`src/hw/rtl/shash_pkg.sv`:
```
// ----------------------------------------------------------------------------
// shash_pkg
// Shared types, constants and round functions of the SHA-256 stream hasher.
// ----------------------------------------------------------------------------
package shash_pkg;

  typedef logic [31:0] word_t;

  // padding marker byte that follows the last message byte
  localparam logic [7:0] PAD_MARKER = 8'h80;

  // source of the byte shifted into the block register
  typedef enum logic [1:0] {
    BSEL_INPUT = 2'd0,
    BSEL_MARK  = 2'd1,
    BSEL_ZERO  = 2'd2,
    BSEL_LEN   = 2'd3
  } byte_sel_t;

  // controller to datapath commands
  typedef struct packed {
    logic      shift_en;
    byte_sel_t byte_sel;
    logic      load_vars;
    logic      round_en;
    logic [5:0] round;
    logic      update_chain;
    logic      finish;
  } dp_cmd_t;

  // datapath to controller status
  typedef struct packed {
    logic count_full;
    logic count_ge_56;
    logic out_busy;
  } dp_status_t;

  function automatic word_t init_word(input logic [2:0] idx);
    word_t v;
    case (idx)
      3'd0: v = 32'h6a09e667;
      3'd1: v = 32'hbb67ae85;
      3'd2: v = 32'h3c6ef372;
      3'd3: v = 32'ha54ff53a;
      3'd4: v = 32'h510e527f;
      3'd5: v = 32'h9b05688c;
      3'd6: v = 32'h1f83d9ab;
      3'd7: v = 32'h5be0cd19;
      default: v = '0;
    endcase
    return v;
  endfunction

  function automatic word_t round_const(input logic [5:0] t);
    word_t k;
    case (t)
      6'd0:  k = 32'h428a2f98; 6'd1:  k = 32'h71374491;
      6'd2:  k = 32'hb5c0fbcf; 6'd3:  k = 32'he9b5dba5;
      6'd4:  k = 32'h3956c25b; 6'd5:  k = 32'h59f111f1;
      6'd6:  k = 32'h923f82a4; 6'd7:  k = 32'hab1c5ed5;
      6'd8:  k = 32'hd807aa98; 6'd9:  k = 32'h12835b01;
      6'd10: k = 32'h243185be; 6'd11: k = 32'h550c7dc3;
      6'd12: k = 32'h72be5d74; 6'd13: k = 32'h80deb1fe;
      6'd14: k = 32'h9bdc06a7; 6'd15: k = 32'hc19bf174;
      6'd16: k = 32'he49b69c1; 6'd17: k = 32'hefbe4786;
      6'd18: k = 32'h0fc19dc6; 6'd19: k = 32'h240ca1cc;
      6'd20: k = 32'h2de92c6f; 6'd21: k = 32'h4a7484aa;
      6'd22: k = 32'h5cb0a9dc; 6'd23: k = 32'h76f988da;
      6'd24: k = 32'h983e5152; 6'd25: k = 32'ha831c66d;
      6'd26: k = 32'hb00327c8; 6'd27: k = 32'hbf597fc7;
      6'd28: k = 32'hc6e00bf3; 6'd29: k = 32'hd5a79147;
      6'd30: k = 32'h06ca6351; 6'd31: k = 32'h14292967;
      6'd32: k = 32'h27b70a85; 6'd33: k = 32'h2e1b2138;
      6'd34: k = 32'h4d2c6dfc; 6'd35: k = 32'h53380d13;
      6'd36: k = 32'h650a7354; 6'd37: k = 32'h766a0abb;
      6'd38: k = 32'h81c2c92e; 6'd39: k = 32'h92722c85;
      6'd40: k = 32'ha2bfe8a1; 6'd41: k = 32'ha81a664b;
      6'd42: k = 32'hc24b8b70; 6'd43: k = 32'hc76c51a3;
      6'd44: k = 32'hd192e819; 6'd45: k = 32'hd6990624;
      6'd46: k = 32'hf40e3585; 6'd47: k = 32'h106aa070;
      6'd48: k = 32'h19a4c116; 6'd49: k = 32'h1e376c08;
      6'd50: k = 32'h2748774c; 6'd51: k = 32'h34b0bcb5;
      6'd52: k = 32'h391c0cb3; 6'd53: k = 32'h4ed8aa4a;
      6'd54: k = 32'h5b9cca4f; 6'd55: k = 32'h682e6ff3;
      6'd56: k = 32'h748f82ee; 6'd57: k = 32'h78a5636f;
      6'd58: k = 32'h84c87814; 6'd59: k = 32'h8cc70208;
      6'd60: k = 32'h90befffa; 6'd61: k = 32'ha4506ceb;
      6'd62: k = 32'hbef9a3f7; 6'd63: k = 32'hc67178f2;
      default: k = '0;
    endcase
    return k;
  endfunction

  function automatic word_t ror(input word_t x, input int unsigned n);
    return (x >> n) | (x << (32 - n));
  endfunction

  function automatic word_t big_sigma0(input word_t x);
    return ror(x, 2) ^ ror(x, 13) ^ ror(x, 22);
  endfunction

  function automatic word_t big_sigma1(input word_t x);
    return ror(x, 6) ^ ror(x, 11) ^ ror(x, 25);
  endfunction

  function automatic word_t small_sigma0(input word_t x);
    return ror(x, 7) ^ ror(x, 18) ^ (x >> 3);
  endfunction

  function automatic word_t small_sigma1(input word_t x);
    return ror(x, 17) ^ ror(x, 19) ^ (x >> 10);
  endfunction

endpackage

```
`src/hw/rtl/shash_ctrl.sv`:
```
// ----------------------------------------------------------------------------
// shash_ctrl
// Sequencer for byte intake, padding, compression rounds and digest hand-off.
// ----------------------------------------------------------------------------
module shash_ctrl (
  input  logic                 clk,
  input  logic                 rst,
  input  logic                 in_valid,
  input  logic                 in_present,
  input  logic                 in_last,
  output logic                 in_ready,
  input  shash_pkg::dp_status_t status,
  output shash_pkg::dp_cmd_t   cmd
);

  typedef enum logic [5:0] {
    S_IDLE   = 6'b000001,
    S_PAD    = 6'b000010,
    S_LOAD   = 6'b000100,
    S_ROUNDS = 6'b001000,
    S_UPDATE = 6'b010000,
    S_FINAL  = 6'b100000
  } state_t;

  state_t     state, state_next;
  logic [5:0] round;
  logic       last_pend;
  logic       padding;
  logic       marker_done;
  logic       lenblk;

  assign in_ready = (state == S_IDLE);

  always_comb begin
    state_next       = state;
    cmd              = '0;
    cmd.byte_sel     = shash_pkg::BSEL_INPUT;
    cmd.round        = round;
    case (state)
      S_IDLE: begin
        if (in_valid) begin
          cmd.shift_en = in_present;
          if (in_present && status.count_full) begin
            state_next = S_LOAD;
          end else if (in_last) begin
            state_next = S_PAD;
          end
        end
      end
      S_PAD: begin
        cmd.shift_en = 1'b1;
        if (!marker_done) begin
          cmd.byte_sel = shash_pkg::BSEL_MARK;
        end else if (lenblk && status.count_ge_56) begin
          cmd.byte_sel = shash_pkg::BSEL_LEN;
        end else begin
          cmd.byte_sel = shash_pkg::BSEL_ZERO;
        end
        if (status.count_full) begin
          state_next = S_LOAD;
        end
      end
      S_LOAD: begin
        cmd.load_vars = 1'b1;
        state_next    = S_ROUNDS;
      end
      S_ROUNDS: begin
        cmd.round_en = 1'b1;
        if (round == 6'd63) begin
          state_next = S_UPDATE;
        end
      end
      S_UPDATE: begin
        cmd.update_chain = 1'b1;
        if (padding) begin
          state_next = lenblk ? S_FINAL : S_PAD;
        end else begin
          state_next = last_pend ? S_PAD : S_IDLE;
        end
      end
      S_FINAL: begin
        if (!status.out_busy) begin
          cmd.finish = 1'b1;
          state_next = S_IDLE;
        end
      end
      default: begin
        state_next = S_IDLE;
      end
    endcase
  end

  always_ff @(posedge clk) begin
    if (rst) begin
      state       <= S_IDLE;
      round       <= '0;
      last_pend   <= 1'b0;
      padding     <= 1'b0;
      marker_done <= 1'b0;
      lenblk      <= 1'b0;
    end else begin
      state <= state_next;
      if (state == S_ROUNDS) begin
        round <= round + 6'd1;
      end
      if (state == S_IDLE && in_valid) begin
        last_pend <= in_last;
      end
      // start of padding for this message
      if (state_next == S_PAD && !padding) begin
        padding     <= 1'b1;
        marker_done <= 1'b0;
        lenblk      <= 1'b0;
      end
      // length fits behind the marker only if the marker lands before byte 56
      if (state == S_PAD && !marker_done) begin
        marker_done <= 1'b1;
        lenblk      <= !status.count_ge_56;
      end
      if (state == S_UPDATE && padding && !lenblk) begin
        lenblk <= 1'b1;
      end
      if (cmd.finish) begin
        last_pend   <= 1'b0;
        padding     <= 1'b0;
        marker_done <= 1'b0;
        lenblk      <= 1'b0;
      end
    end
  end

  a_full_block_loads: assert property (@(posedge clk) disable iff (rst)
    (cmd.shift_en && status.count_full) |=> (state == S_LOAD))
    else $error("full block not followed by compression");

  a_final_after_len: assert property (@(posedge clk) disable iff (rst)
    (state == S_FINAL) |-> (padding && lenblk && marker_done))
    else $error("digest stage reached before length block");

  a_round_wrapped: assert property (@(posedge clk) disable iff (rst)
    (state == S_UPDATE) |-> (round == 6'd0))
    else $error("round counter out of step");

endmodule

```
`src/hw/rtl/shash_dp.sv`:
```
// ----------------------------------------------------------------------------
// shash_dp
// Block shift register, message schedule, round unit, chaining state and
// digest output buffer.
// ----------------------------------------------------------------------------
module shash_dp (
  input  logic                  clk,
  input  logic                  rst,
  input  logic [7:0]            in_byte,
  input  shash_pkg::dp_cmd_t    cmd,
  output shash_pkg::dp_status_t status,
  output logic                  out_valid,
  input  logic                  out_ready,
  output shash_pkg::word_t      out_word,
  output logic [2:0]            out_index,
  output logic                  out_last
);

  // block register: oldest byte in the top bits, word 0 of the window on top
  logic [511:0]          blk;
  shash_pkg::word_t      vars  [8];
  shash_pkg::word_t      chain [8];
  shash_pkg::word_t      dig   [8];
  logic [5:0]            count;
  logic [63:0]           bitlen;
  logic                  out_busy;
  logic [2:0]            out_idx;

  logic [7:0]            shift_byte;
  logic [63:0]           len_sh;
  shash_pkg::word_t      w_cur, w_new, t1, t2, ch, maj;

  assign len_sh = bitlen << {count[2:0], 3'b000};

  always_comb begin
    case (cmd.byte_sel)
      shash_pkg::BSEL_INPUT: shift_byte = in_byte;
      shash_pkg::BSEL_MARK:  shift_byte = shash_pkg::PAD_MARKER;
      shash_pkg::BSEL_LEN:   shift_byte = len_sh[63:56];
      default:               shift_byte = 8'h00;
    endcase
  end

  assign w_cur = blk[511:480];
  assign w_new = shash_pkg::small_sigma1(blk[63:32]) + blk[223:192]
               + shash_pkg::small_sigma0(blk[479:448]) + w_cur;
  assign ch    = (vars[4] & vars[5]) ^ (~vars[4] & vars[6]);
  assign maj   = (vars[0] & vars[1]) ^ (vars[0] & vars[2]) ^ (vars[1] & vars[2]);
  assign t1    = vars[7] + shash_pkg::big_sigma1(vars[4]) + ch
               + shash_pkg::round_const(cmd.round) + w_cur;
  assign t2    = shash_pkg::big_sigma0(vars[0]) + maj;

  always_ff @(posedge clk) begin
    if (cmd.shift_en) begin
      blk <= {blk[503:0], shift_byte};
    end else if (cmd.round_en) begin
      blk <= {blk[479:0], w_new};
    end
    if (cmd.load_vars) begin
      for (int j = 0; j < 8; j++) begin
        vars[j] <= chain[j];
      end
    end else if (cmd.round_en) begin
      vars[7] <= vars[6];
      vars[6] <= vars[5];
      vars[5] <= vars[4];
      vars[4] <= vars[3] + t1;
      vars[3] <= vars[2];
      vars[2] <= vars[1];
      vars[1] <= vars[0];
      vars[0] <= t1 + t2;
    end
    if (cmd.finish) begin
      for (int j = 0; j < 8; j++) begin
        dig[j] <= chain[j];
      end
    end
  end

  always_ff @(posedge clk) begin
    if (rst) begin
      for (int j = 0; j < 8; j++) begin
        chain[j] <= shash_pkg::init_word(3'(j));
      end
      count    <= '0;
      bitlen   <= '0;
      out_busy <= 1'b0;
      out_idx  <= '0;
    end else begin
      if (cmd.shift_en) begin
        count <= count + 6'd1;
        if (cmd.byte_sel == shash_pkg::BSEL_INPUT) begin
          bitlen <= bitlen + 64'd8;
        end
      end
      if (cmd.update_chain) begin
        for (int j = 0; j < 8; j++) begin
          chain[j] <= chain[j] + vars[j];
        end
      end
      if (cmd.finish) begin
        for (int j = 0; j < 8; j++) begin
          chain[j] <= shash_pkg::init_word(3'(j));
        end
        bitlen   <= '0;
        out_busy <= 1'b1;
        out_idx  <= '0;
      end else if (out_busy && out_ready) begin
        out_idx <= out_idx + 3'd1;
        if (out_idx == 3'd7) begin
          out_busy <= 1'b0;
        end
      end
    end
  end

  assign status.count_full  = (count == 6'd63);
  assign status.count_ge_56 = (count[5:3] == 3'b111);
  assign status.out_busy    = out_busy;

  assign out_valid = out_busy;
  assign out_word  = dig[out_idx];
  assign out_index = out_idx;
  assign out_last  = (out_idx == 3'd7);

  a_finish_when_free: assert property (@(posedge clk) disable iff (rst)
    cmd.finish |-> !out_busy)
    else $error("digest overwritten while still being sent");

  a_out_starts_at_h0: assert property (@(posedge clk) disable iff (rst)
    cmd.finish |=> (out_busy && out_idx == 3'd0))
    else $error("digest output did not start at word zero");

  a_len_in_tail: assert property (@(posedge clk) disable iff (rst)
    (cmd.shift_en && cmd.byte_sel == shash_pkg::BSEL_LEN) |-> (count[5:3] == 3'b111))
    else $error("length byte outside the last eight block bytes");

endmodule

```
`src/hw/rtl/sha256_stream_hasher_core.sv`:
```
// ----------------------------------------------------------------------------
// sha256_stream_hasher_core
// Byte-stream SHA-256 hasher: at most one message byte per request, digest out as
// eight 32-bit words.
// ----------------------------------------------------------------------------
// intake: a byte request is taken only while idle; every 64th byte starts a
//   compression: load, 64 rounds in the single round unit, chaining update
// end of message: padding bytes are shifted in up to the 64th, each padded
//   block is compressed, and the digest moves into the output buffer once free
// compression runs the one-round-per-cycle unit and takes no new byte meanwhile;
//   digest words leave at 1 per cycle from an output buffer while the sink is
//   ready, while the next message is taken in
// reset: synchronous, loads the initial hash values and clears counters;
//   no clearing pass, the block register is fully written before use
module sha256_stream_hasher_core (
  input  logic        clk,
  input  logic        rst,
  // input stream
  input  logic        s_axis_tvalid,
  output logic        s_axis_tready,
  input  logic [7:0]  s_axis_tdata,   // [7:0] data_byte
  input  logic        s_axis_tuser,   // [0] byte_present
  input  logic        s_axis_tlast,   // end_of_message
  // digest stream
  output logic        m_axis_tvalid,
  input  logic        m_axis_tready,
  output logic [39:0] m_axis_tdata,   // [31:0] digest_word, [34:32] word_index, rest zero
  output logic        m_axis_tlast    // last_word
);

  shash_pkg::dp_cmd_t    cmd;
  shash_pkg::dp_status_t status;
  shash_pkg::word_t      out_word;
  logic [2:0]            out_index;

  // sequencer: decides per cycle whether to shift, pad, load, run a round, update the chain or finish
  shash_ctrl u_ctrl (
    .clk        (clk),
    .rst        (rst),
    .in_valid   (s_axis_tvalid),
    .in_present (s_axis_tuser),
    .in_last    (s_axis_tlast),
    .in_ready   (s_axis_tready),
    .status     (status),
    .cmd        (cmd)
  );

  // datapath: block shift register doubles as the message schedule window
  shash_dp u_dp (
    .clk       (clk),
    .rst       (rst),
    .in_byte   (s_axis_tdata),
    .cmd       (cmd),
    .status    (status),
    .out_valid (m_axis_tvalid),
    .out_ready (m_axis_tready),
    .out_word  (out_word),
    .out_index (out_index),
    .out_last  (m_axis_tlast)
  );

  // digest word in the low bits, its index above, zero fill to whole bytes
  assign m_axis_tdata = {5'b00000, out_index, out_word};

endmodule

```
`config.mk`:
```
export PLATFORM = sky130hd
export DESIGN_NAME = sha256_stream_hasher_core
export DESIGN_NICKNAME = d
export VERILOG_FILES = /design/src/hw/rtl/shash_pkg.sv /design/src/hw/rtl/shash_ctrl.sv /design/src/hw/rtl/shash_dp.sv /design/src/hw/rtl/sha256_stream_hasher_core.sv
export SDC_FILE = /design/constraint.sdc
export NUM_CORES = 2
export LEC_CHECK = 0
export BUFFER_PORTS_ARGS = -buffer_cell sky130_fd_sc_hd__buf_2
export CAP_MARGIN = 10
export CORE_ASPECT_RATIO = 0.7
export CORE_MARGIN = 10
export CORE_UTILIZATION = 43
export DETAILED_ROUTE_END_ITERATION = 8
export MAX_ROUTING_LAYER = met4
export SYNTH_ARGS = -nofsm -noshare
export SYNTH_HDL_FRONTEND = slang
export SYNTH_SLANG_ARGS = --single-unit
```
`constraint.sdc`:
```
create_clock -name clk -period 41.3 [get_ports clk]
set_input_delay 6.195 -clock clk [delete_from_list [all_inputs] [get_ports clk]]
set_output_delay 6.195 -clock clk [all_outputs]
set_load 0.005 [all_outputs]
```
# Word level (Yosys, flattened, before mapping)
# Memory sizes are Yosys's and may differ from the RTL's. A register that Yosys moved wholly into a read port is not among the register bits.
# Cells that the tools add are included.
[totals] mem_count=4 mem_bits_rw=768 rom_bits=2048 output_inout_bits=43 regBits=602 wordCells=219
[memory_table] name="(no name shown)" depth=64 word_bits=32 read_ports=1 rd_ports_with_merged_regs=1 write_ports=0 line_no="shash_pkg.sv:56" source="case (t)"
[memory_table] name="u_dp.chain" depth=8 word_bits=32 read_ports=8 rd_ports_with_merged_regs=0 write_ports=8 line_no="shash_dp.sv:22" source="shash_pkg::word_t chain [8];"
[memory_table] name="u_dp.dig" depth=8 word_bits=32 read_ports=1 rd_ports_with_merged_regs=1 write_ports=8 line_no="shash_dp.sv:23" source="shash_pkg::word_t dig [8];"
[memory_table] name="u_dp.vars" depth=8 word_bits=32 read_ports=8 rd_ports_with_merged_regs=0 write_ports=8 line_no="shash_dp.sv:21" source="shash_pkg::word_t vars [8];"
[op_classes] eq_ne=13 bitwise=51 n_mux=96 add_sub_neg=22 n_reduce_logical=21 shifts=1
[op_table] operator="two-way mux 32 bit" n=48
[op_table] operator="two-way mux 512 bit" n=2
[op_table] operator="adder 32 bit" n=18
[op_table] operator="bitwise XOR 32 bit" n=9
[op_table] operator="bitwise AND 32 bit" n=5
[op_table] operator="adder 64 x 4 -> 64 bit (second input constant)" n=1
[op_table] operator="<< shifter 64 x 6 -> 64 bit" n=1
[op_table] operator="two-way mux 6 bit" n=10
[op_table] operator="one-hot mux 6 bit (6 select lines)" n=1
[op_table] operator="inverter 32 bit" n=1
[op_table] operator="bitwise OR 10 x 32 -> 32 bit" n=1
[op_table] operator="bitwise OR 13 x 32 -> 32 bit" n=1
[op_table] operator="bitwise OR 14 x 32 -> 32 bit" n=1
[op_table] operator="bitwise OR 15 x 32 -> 32 bit" n=1
[op_table] operator="bitwise OR 19 x 32 -> 32 bit" n=1
[op_table] operator="bitwise OR 21 x 32 -> 32 bit" n=1
[op_table] operator="bitwise OR 25 x 32 -> 32 bit" n=1
[op_table] operator="bitwise OR 26 x 32 -> 32 bit" n=1
[op_table] operator="bitwise OR 30 x 32 -> 32 bit" n=1
[op_table] operator="bitwise OR 7 x 32 -> 32 bit" n=1
[op_table] operator="bitwise XOR 32 x 22 -> 32 bit" n=1
[op_table] operator="bitwise XOR 32 x 29 -> 32 bit" n=1
[op_table] operator="two-way mux 1 bit" n=28
[op_table] operator="bitwise OR 1 bit" n=24
[op_table] operator="22 further kinds" n=44

# Longest topological paths before layout
[depth] ltp_word=10 depth_mapped=34 mapped_depth_nobuf=33

# Cells and area by module
# Synthesis repeated with hierarchy kept, for this count alone.
[unflattened] cells_unflattened=7565 area_unflattened_um2=82803.2
[modules_own_cells] mod="shash_dp" seq_area_each_um2=38637.1 cells_each=7457 instances=1 area_each_um2=81931.1
[modules_own_cells] mod="shash_ctrl" seq_area_each_um2=320.3 cells_each=102 instances=1 area_each_um2=830.8
[modules_own_cells] mod="sha256_stream_hasher_core" seq_area_each_um2=0.0 cells_each=6 instances=1 area_each_um2=41.3

# Worst setup path after synthesis
# Ideal clock, no wire load.
[synth_timing] kind="input port to flip-flop" startpoint="in s_axis_tuser" endpoint="reg u_dp.blk[0], enable pin" required_ps=37668 path_buffers=2 arrival_ps=15401 path_slack_ps=22266 cell_stages=6 cell_sequence="nand3_1 nand2_1 nand2_1 clkbuf_1 clkbuf_1 nand2_1"
[synth_between] elab_chain_len=3
[synth_rtl] element="start, declared" line_no="sha256_stream_hasher_core.sv:22" source="input logic s_axis_tuser,"
[synth_rtl] element="two-way mux 1 bit" line_no="shash_ctrl.sv:41" source="if (in_valid) begin"
[synth_rtl] element="one-hot mux 1 bit (2 select lines)" line_no="shash_ctrl.sv:39" source="case (state)"
[synth_rtl] element="nonzero test 2 bit (no line)"
[synth_rtl] element="end signal, assigned" line_no="shash_dp.sv:55" source="blk <= {blk[503:0], shift_byte};"
[synth_rtl] element="end signal, assigned" line_no="shash_dp.sv:57" source="blk <= {blk[479:0], w_new};"
[synth_rtl] element="end, declared" line_no="shash_dp.sv:20" source="logic [511:0] blk;"
# No other way between the ends.
# A chain may end at the register's enable or synchronous reset.

==> metrics.md <==
| Metric | Value |
|---|---|
| Highest metal used | `met4` |
| Highest Clock Rate | `98.6 MHz` |
| Crit-path slowest cell | `dfxtp_4` |
| Final Max Tran Viols | `0` |
| Cell Rows | `134` |
| Met3 WL | `28700 um` |
| Status | `finished, final reports clean` |
| Vias in the first global route | `57877` |
| Yosys top cell area share | `0.418` |
| Core area | `191000 sq um` |
| RR Startpoint | `u_dp.vars[1][1]$_DFFE_PP_` |
| CP top delay family | `multiplexers` |
| Library cells used by synthesis | `96` |
| FFs w/ async S/R, synth | `0` |
| CP Depth | `4` |
| Critical path capture point | `m_axis_tdata[17]` |
| Worst rel slew slack | `0.116` |
| Post-CTS Repair Setup Buffers | `0` |
| CP max stage delay | `0.97 ns` |
| Synth Cell Area | `82900 sq um` |
| Largest net degree at the start of global routing | `243` |
| Final setup fails | `0` |
| Initial Util | `0.433` |
| Final Hold Viols | `0` |
| Top-Level Pins | `57` |
| Crit path cell chain | `buf_4 > mux4_2 > mux2_2 > buf_2` |
| Post-CTS Resized | `0` |
| Die X | `545 um` |
| Max Cap Viol | `0` |
| Met2 routed WL | `100000 um` |
| Total gr overflow | `0` |
| Main synth FF type | `edfxtp_1` |
| Pwr/cell area | `44.3 nW/um^2` |
| R2R cell count | `30` |
| Worst hold path class | `flop to flop` |
| Required @ worst endpoint | `35.10 ns` |
| Final Core Density | `0.472` |
| CTS tree | `built` |
| First-pass GRT wire length | `385000 um` |
| Unrepaired setup endpoints after global routing | `no` |
| Detailed Route WL | `262000 um` |
| Area Growth Syn to Fin | `8.88%` |
| Worst EP arrival | `3.94 ns` |
| Gate Count Post-Synth | `8392` |
| Fin crit period | `10.14 ns` |
| Seq/Total Area, Yosys | `0.478` |
| Die area | `211000 sq um` |
| Share of layout cells above drive strength 1 | `0.0660` |
| Final TNS setup | `0 ns` |
| Reg-to-reg slack, setup | `31.91 ns` |
| Worst VDD drop | `0.0000345 V` |
| Worst-path maximum fanout | `34` |
| Clk slew on worst S/H paths | `0.06 ns` |
| Average vias per placed instance | `5.80` |
| Clock root buffer | `clkbuf_16` |
| Metal-1 WL | `127000 um` |
| Crit. End Element | `output port` |
| Post-DP HPWL | `187000 um` |
| #FFs+latches synth | `1402` |
| Fin crit share | `0.245` |
| Synth top area cells | `edfxtp_1 (42%), nand2_1 (11%), dfxtp_1 (6.0%), ha_1 (5.9%), fa_1 (4.7%)` |
| CTS Buf Count | `148` |
| Worst-margin pin slew | `1.33 ns` |
| DRT iter0 DRCs | `8968` |
| Leakage | `36.0 nW` |
| Yosys top cell by area | `edfxtp_1` |
| Layout Nets | `8818` |
| Synth Area per Inst | `9.87 sq um` |
| Initial antenna violation count | `9` |
| Die height | `387 um` |
| Buf+Inv Stages, Crit Path | `2` |
| Skew-Pair Late Insertion Delay | `0.82 ns` |
| Clk_skew | `0.0333 ns` |
| Startpoint Class | `flop` |
| Avg WL per Cell | `24.1 um` |
| Reg-to-reg endpoint | `u_dp.vars[0][31]$_DFFE_PP_` |
| # DRC | `0` |
| Final ANT Viol Nets | `0` |
| Crit path kind | `flop to output port` |
| GRT Overall Usage | `0.246` |
| EDFF count, synth | `1152` |
| Clock sink count | `1402` |
| IO Port Bufs | `51` |
| Yosys warnings | `0` |
| Final RePlAce weighted congestion | `0.956` |
| Vias | `62920` |
| H-tree Lvls | `4` |
| Cts hold-fix bufs | `0` |
| Drt first pass iters | `7` |
| CTS Buffer Depth | `3` |
[logic make-up after synthesis]
kind of cell               Yosys count  share of synthesized area
xor gates and xnor gates           608                     0.0643
and+or+nand+nor                   3385                      0.169
muxes                              164                     0.0324
DFF                               1402                      0.478
AOI/OAI and AO/OA                 1503                      0.113
adders and majority gates          610                      0.109
other                                1                  0.0000453
buffers and inverters              719                     0.0337
[power breakdown]
part	switching, mW	internal [mW]	total, mW
logic	0.553	0.356	0.909
registers	0.0625	1.62	1.69
clock network	0.623	0.775	1.40
total	1.24	2.75	3.99
[placed cells by master (no fill, tap or decap), types with 25 or more instances in the layout]
| cell | netlist | layout |
|---|---|---|
| nand3_1 | 129 | 129 |
| nand4_1 | 33 | 33 |
| nor3_1 | 86 | 86 |
| mux4_2 | 78 | 78 |
| or3_1 | 47 | 47 |
| edfxtp_1 | 1152 | 1152 |
| mux2_2 | 54 | 54 |
| dfxtp_1 | 250 | 247 |
| mux2i_1 | 32 | 32 |
| fa_1 | 195 | 195 |
| a211oi_1 | 63 | 63 |
| ha_1 | 393 | 393 |
| buf_4 | 15 | 74 |
| o211ai_1 | 49 | 49 |
| clkbuf_16 | 0 | 152 |
| o21a_1 | 63 | 63 |
| o31ai_1 | 26 | 26 |
| nor2b_1 | 44 | 43 |
| clkinv_1 | 1 | 25 |
| nor2_1 | 357 | 354 |
| o21bai_1 | 32 | 32 |
| xnor2_1 | 394 | 394 |
| inv_1 | 254 | 252 |
| nand2_1 | 2472 | 2467 |
| a21oi_1 | 426 | 425 |
| and3_1 | 50 | 50 |
| o21ai_0 | 393 | 393 |
| a21o_1 | 210 | 210 |
| buf_2 | 25 | 51 |
| xor2_1 | 214 | 214 |
| nand2b_1 | 66 | 66 |
| a31oi_1 | 50 | 50 |
[final cells by class]
type / count / area [sq um]
sequential: 1402 / 39600
clock buffer: 189 / 4090
antenna: 3 / 7.51
fill: 17767 / 101000
timing repair buffer: 130 / 911
multi-input combinational: 6275 / 40600
tap: 2516 / 3150
clock inverter: 80 / 906
inverter: 259 / 977
[layer usage]
| metal | vias up | GRT usage |
|---|---|---|
| met2 | 2928 | 0.308 |
| met1 | 30883 | 0.395 |
| met5 | - | - |
| met4 | 0 | 0.0490 |
| met3 | 300 | 0.0548 |
| li1 | 28809 | - |
[registers in the layout, indices dropped and copies added, names as in the netlist, 3 cells and up, named ones only]
name            count
u_ctrl.state        6
u_dp.count          6
u_ctrl.round        6
u_dp.blk          512
u_dp.out_index      3
u_dp.chain        256
u_dp.vars         256
u_dp.bitlen        61
u_dp.dig          256
[metrics by stage]
stage / hold WS (ns) / power, mW / cell area (sq um) / worst slack (ns) / instances
2_1_floorplan: 0.434 / 2.37 / 82900 / 22.27 / 8396
3_3_place_gp: 0.458 / 2.59 / 85200 / 30.71 / 10582
3_5_place_dp: 0.461 / 2.60 / 85200 / 30.67 / 10582
4_1_cts: 0.463 / 4.00 / 90200 / 31.08 / 10851
5_1_grt: 0.482 / 4.17 / 90200 / 30.98 / 10854
6_report: 0.471 / 3.99 / 90200 / 31.16 / 10854
[synthesized netlist by cell type, types with 13 or more instances]
| cell type | n |
|---|---|
| mux4_2 | 78 |
| nand2b_1 | 66 |
| fa_1 | 195 |
| inv_1 | 254 |
| o22ai_1 | 13 |
| mux2i_1 | 32 |
| edfxtp_1 | 1152 |
| o311ai_0 | 17 |
| dfxtp_1 | 250 |
| and3_1 | 50 |
| nor2b_1 | 44 |
| nand3_1 | 129 |
| ha_1 | 393 |
| nor2_1 | 357 |
| a311oi_1 | 13 |
| a21o_1 | 210 |
| buf_4 | 15 |
| mux2_2 | 54 |
| o211ai_1 | 49 |
| o21bai_1 | 32 |
| xnor2_1 | 394 |
| o21ai_0 | 393 |
| a21oi_1 | 426 |
| clkbuf_1 | 389 |
| maj3_1 | 22 |
| and2_1 | 17 |
| or3_1 | 47 |
| o21a_1 | 63 |
| nand4_1 | 33 |
| nor3_1 | 86 |
| buf_2 | 25 |
| o31ai_1 | 26 |
| buf_1 | 30 |
| a31oi_1 | 50 |
| nor3b_1 | 15 |
| nand2_1 | 2472 |
| xor2_1 | 214 |
| a211oi_1 | 63 |
[worst min-delay path by stage]
stage                                     start                   endpoint  slack [ns]  cells past startpoint
2_1_floorplan    u_dp.chain[1][58]$_SDFFE_PP0P_  u_dp.dig[5][26]$_DFFE_PP_        0.43                      0
5_1_grt         u_dp.chain[0][85]$_SDFFCE_PP1P_  u_dp.dig[2][21]$_DFFE_PP_        0.48                      0
6_report       u_dp.chain[0][110]$_SDFFCE_PP1P_  u_dp.dig[3][14]$_DFFE_PP_        0.47                      0
3_5_place_dp     u_dp.chain[1][58]$_SDFFE_PP0P_  u_dp.dig[5][26]$_DFFE_PP_        0.46                      0
3_3_place_gp     u_dp.chain[1][58]$_SDFFE_PP0P_  u_dp.dig[5][26]$_DFFE_PP_        0.46                      0
4_1_cts        u_dp.chain[0][110]$_SDFFCE_PP1P_  u_dp.dig[3][14]$_DFFE_PP_        0.46                      0
(Power assumes the default switching activity.)
